### config.mk
export PLATFORM = sky130hd
export DESIGN_NAME = stereo_position_delay_gain
export DESIGN_NICKNAME = d
export VERILOG_FILES = /design/src/spd_pkg.sv /design/src/spd_ram.sv /design/src/spd_lane.sv /design/src/stereo_position_delay_gain.sv
export SDC_FILE = /design/constraint.sdc
export NUM_CORES = 2
export LEC_CHECK = 0
export BUFFER_PORTS_ARGS = -buffer_cell sky130_fd_sc_hd__buf_2
export CORE_MARGIN = 8
export CORE_UTILIZATION = 50
export DETAILED_ROUTE_END_ITERATION = 10
export GPL_TIMING_DRIVEN = 0
export HOLD_SLACK_MARGIN = 0.05
export PLACE_DENSITY = 0.78
export SYNTH_ARGS = -nofsm -noshare
export SYNTH_HDL_FRONTEND = slang
export SYNTH_SLANG_ARGS = --single-unit
export TNS_END_PERCENT = 20
### constraint.sdc
create_clock -name clk -period 10.65 [get_ports clk]
set_clock_uncertainty 0.05 [all_clocks]
set_input_delay 3.195 -clock clk [delete_from_list [all_inputs] [get_ports clk]]
set_output_delay 3.195 -clock clk [all_outputs]
set_load 0.005 [all_outputs]
### src/spd_pkg.sv
// Package for the stereo position delay/gain block.
// Holds ring sizes, gain constants, position decode and lane control types.
// No dependencies.
package spd_pkg;

    localparam int RING_DEPTH    = 64;
    localparam int DELAY_SAMPLES = 36;
    localparam int IDX_W         = $clog2(RING_DEPTH);

    localparam int SAMPLE_W = 16;
    localparam int FIFTHS_W = 3;
    localparam int POS_W    = 3;
    localparam int MAG_PROD_W = 18;

    // x/5 == (x * RECIP_FIFTH) >> RECIP_SHIFT for all x < 2**18
    localparam int RECIP_SHIFT = 20;
    localparam int RECIP_W     = 18;
    localparam logic [RECIP_W-1:0] RECIP_FIFTH = RECIP_W'((2**RECIP_SHIFT + 4) / 5);

    localparam logic [0:0] REG_POSITION = 1'b0;
    localparam logic [0:0] REG_ENABLE   = 1'b1;

    typedef logic [IDX_W-1:0] ring_idx_t;

    typedef struct packed {
        logic                left_delayed;
        logic                right_delayed;
        logic [FIFTHS_W-1:0] left_fifths;
        logic [FIFTHS_W-1:0] right_fifths;
    } pos_cfg_t;

    typedef struct packed {
        logic                adv;
        logic                fire;
        logic                bypass;
        logic                delayed;
        logic [FIFTHS_W-1:0] fifths;
        ring_idx_t           idx;
    } lane_ctrl_t;

    function automatic pos_cfg_t pos_decode(input logic [POS_W-1:0] pos);
        pos_cfg_t cfg;
        cfg = '0;
        unique case (pos)
            3'd0, 3'd1:
            begin
                cfg.left_fifths  = 3'd5;
                cfg.right_fifths = 3'd0;
            end
            3'd2:
            begin
                cfg.left_fifths   = 3'd4;
                cfg.right_fifths  = 3'd3;
                cfg.right_delayed = 1'b1;
            end
            3'd3:
            begin
                cfg.left_fifths  = 3'd5;
                cfg.right_fifths = 3'd5;
            end
            3'd4:
            begin
                cfg.left_fifths  = 3'd3;
                cfg.right_fifths = 3'd4;
                cfg.left_delayed = 1'b1;
            end
            default:
            begin
                cfg.left_fifths  = 3'd0;
                cfg.right_fifths = 3'd5;
            end
        endcase
        return cfg;
    endfunction

    function automatic ring_idx_t ring_add(input ring_idx_t base, input int unsigned offs);
        logic [IDX_W:0] sum;
        sum = {1'b0, base} + (IDX_W+1)'(offs);
        if (sum >= (IDX_W+1)'(RING_DEPTH))
        begin
            sum = sum - (IDX_W+1)'(RING_DEPTH);
        end
        return sum[IDX_W-1:0];
    endfunction

endpackage

### src/spd_ram.sv
// Generic single-write, single-read RAM with registered read data.
// Standalone; no package dependency.
module spd_ram #(
    parameter int WIDTH = 16,
    parameter int DEPTH = 64
) (
    input  logic                     clk,
    input  logic                     we,
    input  logic [$clog2(DEPTH)-1:0] waddr,
    input  logic [WIDTH-1:0]         wdata,
    input  logic                     re,
    input  logic [$clog2(DEPTH)-1:0] raddr,
    output logic [WIDTH-1:0]         rdata
);

    logic [WIDTH-1:0] mem_reg [DEPTH];
    logic [WIDTH-1:0] rdata_reg;

    always_ff @(posedge clk)
    begin
        if (we)
        begin
            mem_reg[waddr] <= wdata;
        end
        if (re)
        begin
            rdata_reg <= mem_reg[raddr];
        end
    end

    assign rdata = rdata_reg;

endmodule

### src/spd_lane.sv
// One channel lane: ring RAM with valid bits, delay tap and fifths gain pipeline.
// Depends on spd_pkg and spd_ram.
module spd_lane
    import spd_pkg::*;
(
    input  logic                       clk,
    input  logic                       rst_n,
    input  lane_ctrl_t                 ctrl,
    input  logic signed [SAMPLE_W-1:0] sample,
    output logic signed [SAMPLE_W-1:0] result
);

    logic [RING_DEPTH-1:0] valid_reg;
    logic [RING_DEPTH-1:0] valid_next;
    ring_idx_t             waddr;
    logic                  wr_en;
    logic [SAMPLE_W-1:0]   rdata;

    // stage 1
    logic                       bypass1_reg;
    logic                       fwd1_reg;
    logic                       hit1_reg;
    logic [FIFTHS_W-1:0]        fifths1_reg;
    logic signed [SAMPLE_W-1:0] samp1_reg;

    // stage 2
    logic                       bypass2_reg;
    logic                       neg2_reg;
    logic [MAG_PROD_W-1:0]      prod2_reg;
    logic signed [SAMPLE_W-1:0] samp2_reg;

    logic signed [SAMPLE_W-1:0]      src;
    logic [SAMPLE_W-1:0]             mag;
    logic [SAMPLE_W+FIFTHS_W-1:0]    prod_full;
    logic [MAG_PROD_W+RECIP_W-1:0]   recip_prod;
    logic [SAMPLE_W-1:0]             quot;
    logic [SAMPLE_W:0]               signed_quot;

    assign waddr = ring_add(ctrl.idx, ctrl.delayed ? DELAY_SAMPLES : 0);
    assign wr_en = ctrl.fire && !ctrl.bypass;

    spd_ram #(
        .WIDTH (SAMPLE_W),
        .DEPTH (RING_DEPTH)
    ) u_ring (
        .clk   (clk),
        .we    (wr_en),
        .waddr (waddr),
        .wdata (sample),
        .re    (ctrl.adv),
        .raddr (ctrl.idx),
        .rdata (rdata)
    );

    always_comb
    begin
        valid_next = valid_reg;
        if (wr_en)
        begin
            valid_next[waddr] = 1'b1;
        end
    end

    always_ff @(posedge clk or negedge rst_n)
    begin
        if (!rst_n)
        begin
            valid_reg <= '0;
        end
        else
        begin
            valid_reg <= valid_next;
        end
    end

    always_ff @(posedge clk)
    begin
        if (ctrl.adv)
        begin
            bypass1_reg <= ctrl.bypass;
            fwd1_reg    <= !ctrl.delayed;
            hit1_reg    <= valid_reg[ctrl.idx];
            fifths1_reg <= ctrl.fifths;
            samp1_reg   <= sample;
        end
    end

    // undelayed tap reads the sample written in the same transaction
    always_comb
    begin
        if (fwd1_reg)
        begin
            src = samp1_reg;
        end
        else if (hit1_reg)
        begin
            src = signed'(rdata);
        end
        else
        begin
            src = '0;
        end
        mag       = src[SAMPLE_W-1] ? SAMPLE_W'(-src) : SAMPLE_W'(src);
        prod_full = mag * fifths1_reg;
    end

    always_ff @(posedge clk)
    begin
        if (ctrl.adv)
        begin
            bypass2_reg <= bypass1_reg;
            neg2_reg    <= src[SAMPLE_W-1];
            prod2_reg   <= prod_full[MAG_PROD_W-1:0];
            samp2_reg   <= samp1_reg;
        end
    end

    always_comb
    begin
        recip_prod  = prod2_reg * RECIP_FIFTH;
        quot        = recip_prod[RECIP_SHIFT +: SAMPLE_W];
        signed_quot = neg2_reg ? -{1'b0, quot} : {1'b0, quot};
        result      = bypass2_reg ? samp2_reg : signed'(signed_quot[SAMPLE_W-1:0]);
    end

endmodule

### src/stereo_position_delay_gain.sv
// Top level of the stereo position delay/gain block: config registers, shared
// ring index, two channel lanes and the merging output register.
// Depends on spd_pkg and spd_lane.
//
//  channel   | signals                             | payload
//  ----------+-------------------------------------+--------------------------------
//  s_axis    | s_axis_tvalid/tready/tdata[31:0]    | left_sample, right_sample
//  m_axis    | m_axis_tvalid/tready/tdata[31:0]    | left_out, right_out
//  cfg       | cfg_we, cfg_index, cfg_data[2:0]    | 0: spatial_position, 1: enable
//
// One stereo pair per cycle sustained while m_axis accepts; each pair passes the ring read
// register, the sample-times-fifths stage and the reciprocal multiply into the output register.
// Ring contents reset to zero through per-entry valid bits; no clearing pass.
// A stall on m_axis freezes the whole pipeline and drops s_axis_tready.
module stereo_position_delay_gain
    import spd_pkg::*;
(
    input  logic              clk,
    input  logic              rst_n,
    input  logic              s_axis_tvalid,
    output logic              s_axis_tready,
    input  logic [31:0]       s_axis_tdata,   // [15:0] left_sample, [31:16] right_sample
    output logic              m_axis_tvalid,
    input  logic              m_axis_tready,
    output logic [31:0]       m_axis_tdata,   // [15:0] left_out, [31:16] right_out
    input  logic              cfg_we,
    input  logic [0:0]        cfg_index,
    input  logic [POS_W-1:0]  cfg_data
);

    logic [POS_W-1:0] position_reg;
    logic             enable_reg;
    ring_idx_t        idx_reg;
    ring_idx_t        idx_next;
    ring_idx_t        idx_inc;

    logic v1_reg;
    logic v2_reg;
    logic out_valid_reg;
    logic [2*SAMPLE_W-1:0] out_data_reg;

    logic       adv;
    logic       fire;
    pos_cfg_t   pos_cfg;
    lane_ctrl_t left_ctrl;
    lane_ctrl_t right_ctrl;
    logic signed [SAMPLE_W-1:0] left_result;
    logic signed [SAMPLE_W-1:0] right_result;

    assign adv  = !out_valid_reg || m_axis_tready;
    assign fire = s_axis_tvalid && adv;
    assign s_axis_tready = adv;

    assign pos_cfg = pos_decode(position_reg);
    assign idx_inc = ring_add(idx_reg, 1);
    assign idx_next = (fire && enable_reg) ? idx_inc : idx_reg;

    always_comb
    begin
        left_ctrl.adv      = adv;
        left_ctrl.fire     = fire;
        left_ctrl.bypass   = !enable_reg;
        left_ctrl.delayed  = pos_cfg.left_delayed;
        left_ctrl.fifths   = pos_cfg.left_fifths;
        left_ctrl.idx      = idx_reg;
        right_ctrl         = left_ctrl;
        right_ctrl.delayed = pos_cfg.right_delayed;
        right_ctrl.fifths  = pos_cfg.right_fifths;
    end

    always_ff @(posedge clk or negedge rst_n)
    begin
        if (!rst_n)
        begin
            position_reg  <= POS_W'(3);
            enable_reg    <= 1'b1;
            idx_reg       <= '0;
            v1_reg        <= 1'b0;
            v2_reg        <= 1'b0;
            out_valid_reg <= 1'b0;
        end
        else
        begin
            if (cfg_we)
            begin
                unique case (cfg_index)
                    REG_POSITION: position_reg <= cfg_data;
                    REG_ENABLE:   enable_reg   <= cfg_data[0];
                    default:      ;
                endcase
            end
            idx_reg <= idx_next;
            if (adv)
            begin
                v1_reg        <= s_axis_tvalid;
                v2_reg        <= v1_reg;
                out_valid_reg <= v2_reg;
            end
        end
    end

    always_ff @(posedge clk)
    begin
        if (adv)
        begin
            out_data_reg <= {right_result, left_result};
        end
    end

    spd_lane u_left (
        .clk    (clk),
        .rst_n  (rst_n),
        .ctrl   (left_ctrl),
        .sample (s_axis_tdata[SAMPLE_W-1:0]),
        .result (left_result)
    );

    spd_lane u_right (
        .clk    (clk),
        .rst_n  (rst_n),
        .ctrl   (right_ctrl),
        .sample (s_axis_tdata[2*SAMPLE_W-1:SAMPLE_W]),
        .result (right_result)
    );

    assign m_axis_tvalid = out_valid_reg;
    assign m_axis_tdata  = out_data_reg;

    a_bypass_holds_index: assert property (@(posedge clk) disable iff (!rst_n)
        (fire && !enable_reg) |=> $stable(idx_reg))
        else $error("ring index moved on a bypass transaction");

    a_index_steps: assert property (@(posedge clk) disable iff (!rst_n)
        (fire && enable_reg) |=> (idx_reg == $past(idx_inc)))
        else $error("ring index did not advance by one");

    a_no_accept_when_blocked: assert property (@(posedge clk) disable iff (!rst_n)
        (out_valid_reg && !m_axis_tready) |-> !s_axis_tready)
        else $error("input accepted while output stalled");

    a_pipe_feeds_output: assert property (@(posedge clk) disable iff (!rst_n)
        (adv && v2_reg) |=> out_valid_reg)
        else $error("pipeline transaction lost before output");

endmodule

==> flow_metrics.tcl <==
set metrics [dict create \
    crit_path_max_fanout 71 \
    ctsLongestPathBuffers 3 \
    synth.area.top_cells "edfxtp_1 (64%), mux4_2 (15%), fa_1 (4.2%), ha_1 (3.9%), dfrtp_1 (3.3%)" \
    final-setup-viol-count 0 \
    dieArea_mm2 0.222 \
    cap_violations 0 \
    n_fill_cell 14500 \
    port_buffers 74 \
    synthFlopType "edfxtp_1" \
    cts.sinks 2367 \
    slowest_stage "nand2b_4" \
    ant_nets 0 \
    cts_tree "built" \
    dp.final_hpwl_mm 176 \
    cts_max_level 4 \
    grt_pass1_wl_mm 390 \
    max_freq_mhz 133 \
    relSlewSlack 0.0160 \
    synth-edff-count 2226 \
    cp_common_cell "buf_2" \
    criticalPathCategory "in2out" \
    core-area_mm2 0.207 \
    cts_resized 0 \
    crit_path_start_kind "input pin" \
    nets 6352 \
    drive_above_1_share 0.258 \
    run_status "complete, no violations" \
    multiInputGateArea_mm2 0.0314 \
    yosys.area.top_type "edfxtp_1" \
    cp_data_required_time_ns 7.41 \
    synth_nets 5949 \
    min_period_over_period 0.706 \
    synthCells 5371 \
    start_util 0.502 \
    critPathMaxStageDelay_ns 0.73 \
    cts-buffers-inserted 224 \
    clk_latency_ns 0.89 \
    clk_pin_slew_worst_paths_ns 0.06 \
    final_hold_viol_count 0 \
    row_count 167 \
    vias_per_cell 6.31 \
    grt_setup_unrepaired "no" \
    syn2layout_area_growth_pct 13.2 \
    syn_area_mm2 0.104 \
    num_io_pins 75 \
    ys_ff_latch 2367 \
    slew_violations 0 \
    ys_warn_count 0 \
    seq_area_mm2 0.0704 \
    final_common_cell "edfxtp_1" \
    worstMarginPinSlew_ns 1.48 \
    fp.dieH_um 472 \
    async_reset_ff_frac 0.0596 \
    final_cell_mix "edfxtp_1 (2,226), mux4_2 (714), inv_1 (406)" \
    regToRegSetupSlack_ns 3.34 \
    avgSynthCellArea_um2 19.3 \
    place.gp.congestion 0.894 \
    min_path_type "reg2reg" \
    via_count 54900 \
    antenna_found_initial 24 \
    cts_setup_buffers 0 \
    wl_per_cell_um 31.2 \
    grt_start_max_net_pins 82 \
    clock-root-buffer "clkbuf_16" \
    yosysTopAreaCellShare 0.644 \
    path_buf_inv 2 \
    firstDrtPassIters 6 \
    drt_iter0_drc 7591 \
    critPathCaptureType "output pin" \
    arrival_ns 4.28 \
    drc 0 \
    routed_wl_mm 271 \
    cpLargestDelayFamily "simple AND/OR/NAND/NOR gates" \
    ctsHoldBuffers 0 \
    fp.dieW_um 472 \
    fin_util 0.568 \
    path_cells "buf_2, nand2b_4, buf_2" \
    period_needed_ns 7.52 \
    ys_seq_area_frac 0.678 \
    grt-ovfl-total 0 \
    ys_types 81 \
    grt_pass1_vias 56100 \
    grt_usage 0.240 \
]
==> worst paths after layout <==
kind                                                endpoint  cells past startpoint                      startpoint
max                                            s_axis_tready                      3                   m_axis_tready
min                            u_left.samp2_reg[1]$_DFFE_PN_                      0   u_left.samp1_reg[1]$_DFFE_PN_
max reg2reg                       m_axis_tdata[31]$_DFFE_PN_                     23  u_right.prod2_reg[5]$_DFFE_PN_
min reg2reg                    u_left.samp2_reg[1]$_DFFE_PN_                      0   u_left.samp1_reg[1]$_DFFE_PN_
max in group asynchronous             enable_reg$_DFFE_PN1P_                      2                           rst_n
min in group asynchronous  u_right.valid_reg[29]$_DFFE_PN0P_                      1                           rst_n
==> stage by stage <==
step | TNS [ns] | worst slack, ns | instance area (µm²) | hold WS, ns | std cells
2_1_floorplan | 0 | 1.88 | 104000 | 0.350 | 5371
3_3_place_gp | -291.56 | -0.724 | 108000 | 0.355 | 8149
3_5_place_dp | 0 | 2.69 | 110000 | 0.372 | 8249
4_1_cts | 0 | 3.09 | 117000 | 0.356 | 8677
5_1_grt | 0 | 3.03 | 117000 | 0.364 | 8686
6_report | 0 | 3.13 | 117000 | 0.358 | 8690
==> cell type report <==
cell class | count | share of cell area
Multi-Input combinational cell | 2392 | 0.267
Antenna cell | 10 | 0.000213
Buffer | 205 | 0.00668
Clock inverter | 133 | 0.0148
Inverter | 407 | 0.0130
Clock buffer | 295 | 0.0521
Timing Repair Buffer | 177 | 0.0180
Sequential cell | 2367 | 0.599
Tap cell | 2704 | 0.0288
==> cell usage after synthesis, drive strengths merged, types with 9 or more instances <==
master / count
o31ai: 10
ha: 321
a31oi: 16
nand2: 198
nand2b: 22
nor3: 16
xor2: 51
dfrtp: 138
nand3: 31
nor2b: 19
xnor2: 79
a21boi: 10
and2: 12
a21oi: 63
a21o: 18
edfxtp: 2226
mux2: 10
clkbuf: 154
a22oi: 31
fa: 216
inv: 406
and3: 12
or2: 133
o211ai: 9
a211oi: 9
o21ai: 98
nor2: 192
or3: 14
mux4: 714
buf: 51
==> cell families (layout without fill, tap and decap cells) <==
group | count (synthesis) | in the layout | synth area share
buf+inv | 612 | 1217 | 0.0222
xor+xnor | 130 | 130 | 0.0110
flops | 2367 | 2367 | 0.678
other cells | 0 | 10 | 0
simple gates | 683 | 683 | 0.0319
mux | 729 | 729 | 0.157
compound gates | 313 | 313 | 0.0196
fa+ha+maj | 537 | 537 | 0.0804
==> worst register-to-register path, cell delays in order (launching register included) <==
cell	delay, ns
edfxtp_1	0.53
ha_1	0.42
inv_1	0.08
fa_1	0.50
inv_1	0.05
fa_1	0.45
fa_1	0.49
inv_1	0.05
fa_1	0.45
fa_1	0.49
inv_1	0.05
ha_1	0.25
buf_2	0.18
and4_1	0.26
and4_1	0.22
nand3_1	0.12
a31oi_1	0.46
nor2_1	0.14
o21ai_0	0.26
xnor2_1	0.25
or4b_4	0.55
o41ai_4	0.38
xnor2_1	0.12
mux2_4	0.26
==> routing by layer <==
metal,vias to the layer above,share of wire,global-route usage
li1,22000,-,-
met1,28400,0.36,0.310
met2,3827,0.48,0.393
met3,694,0.11,0.0592
met4,16,0.047,0.0958
met5,-,0.00042,0
Power is left out: the tool's default activity adds up to more than one toggle a clock period on the data nets, which glitch-free logic cannot reach.
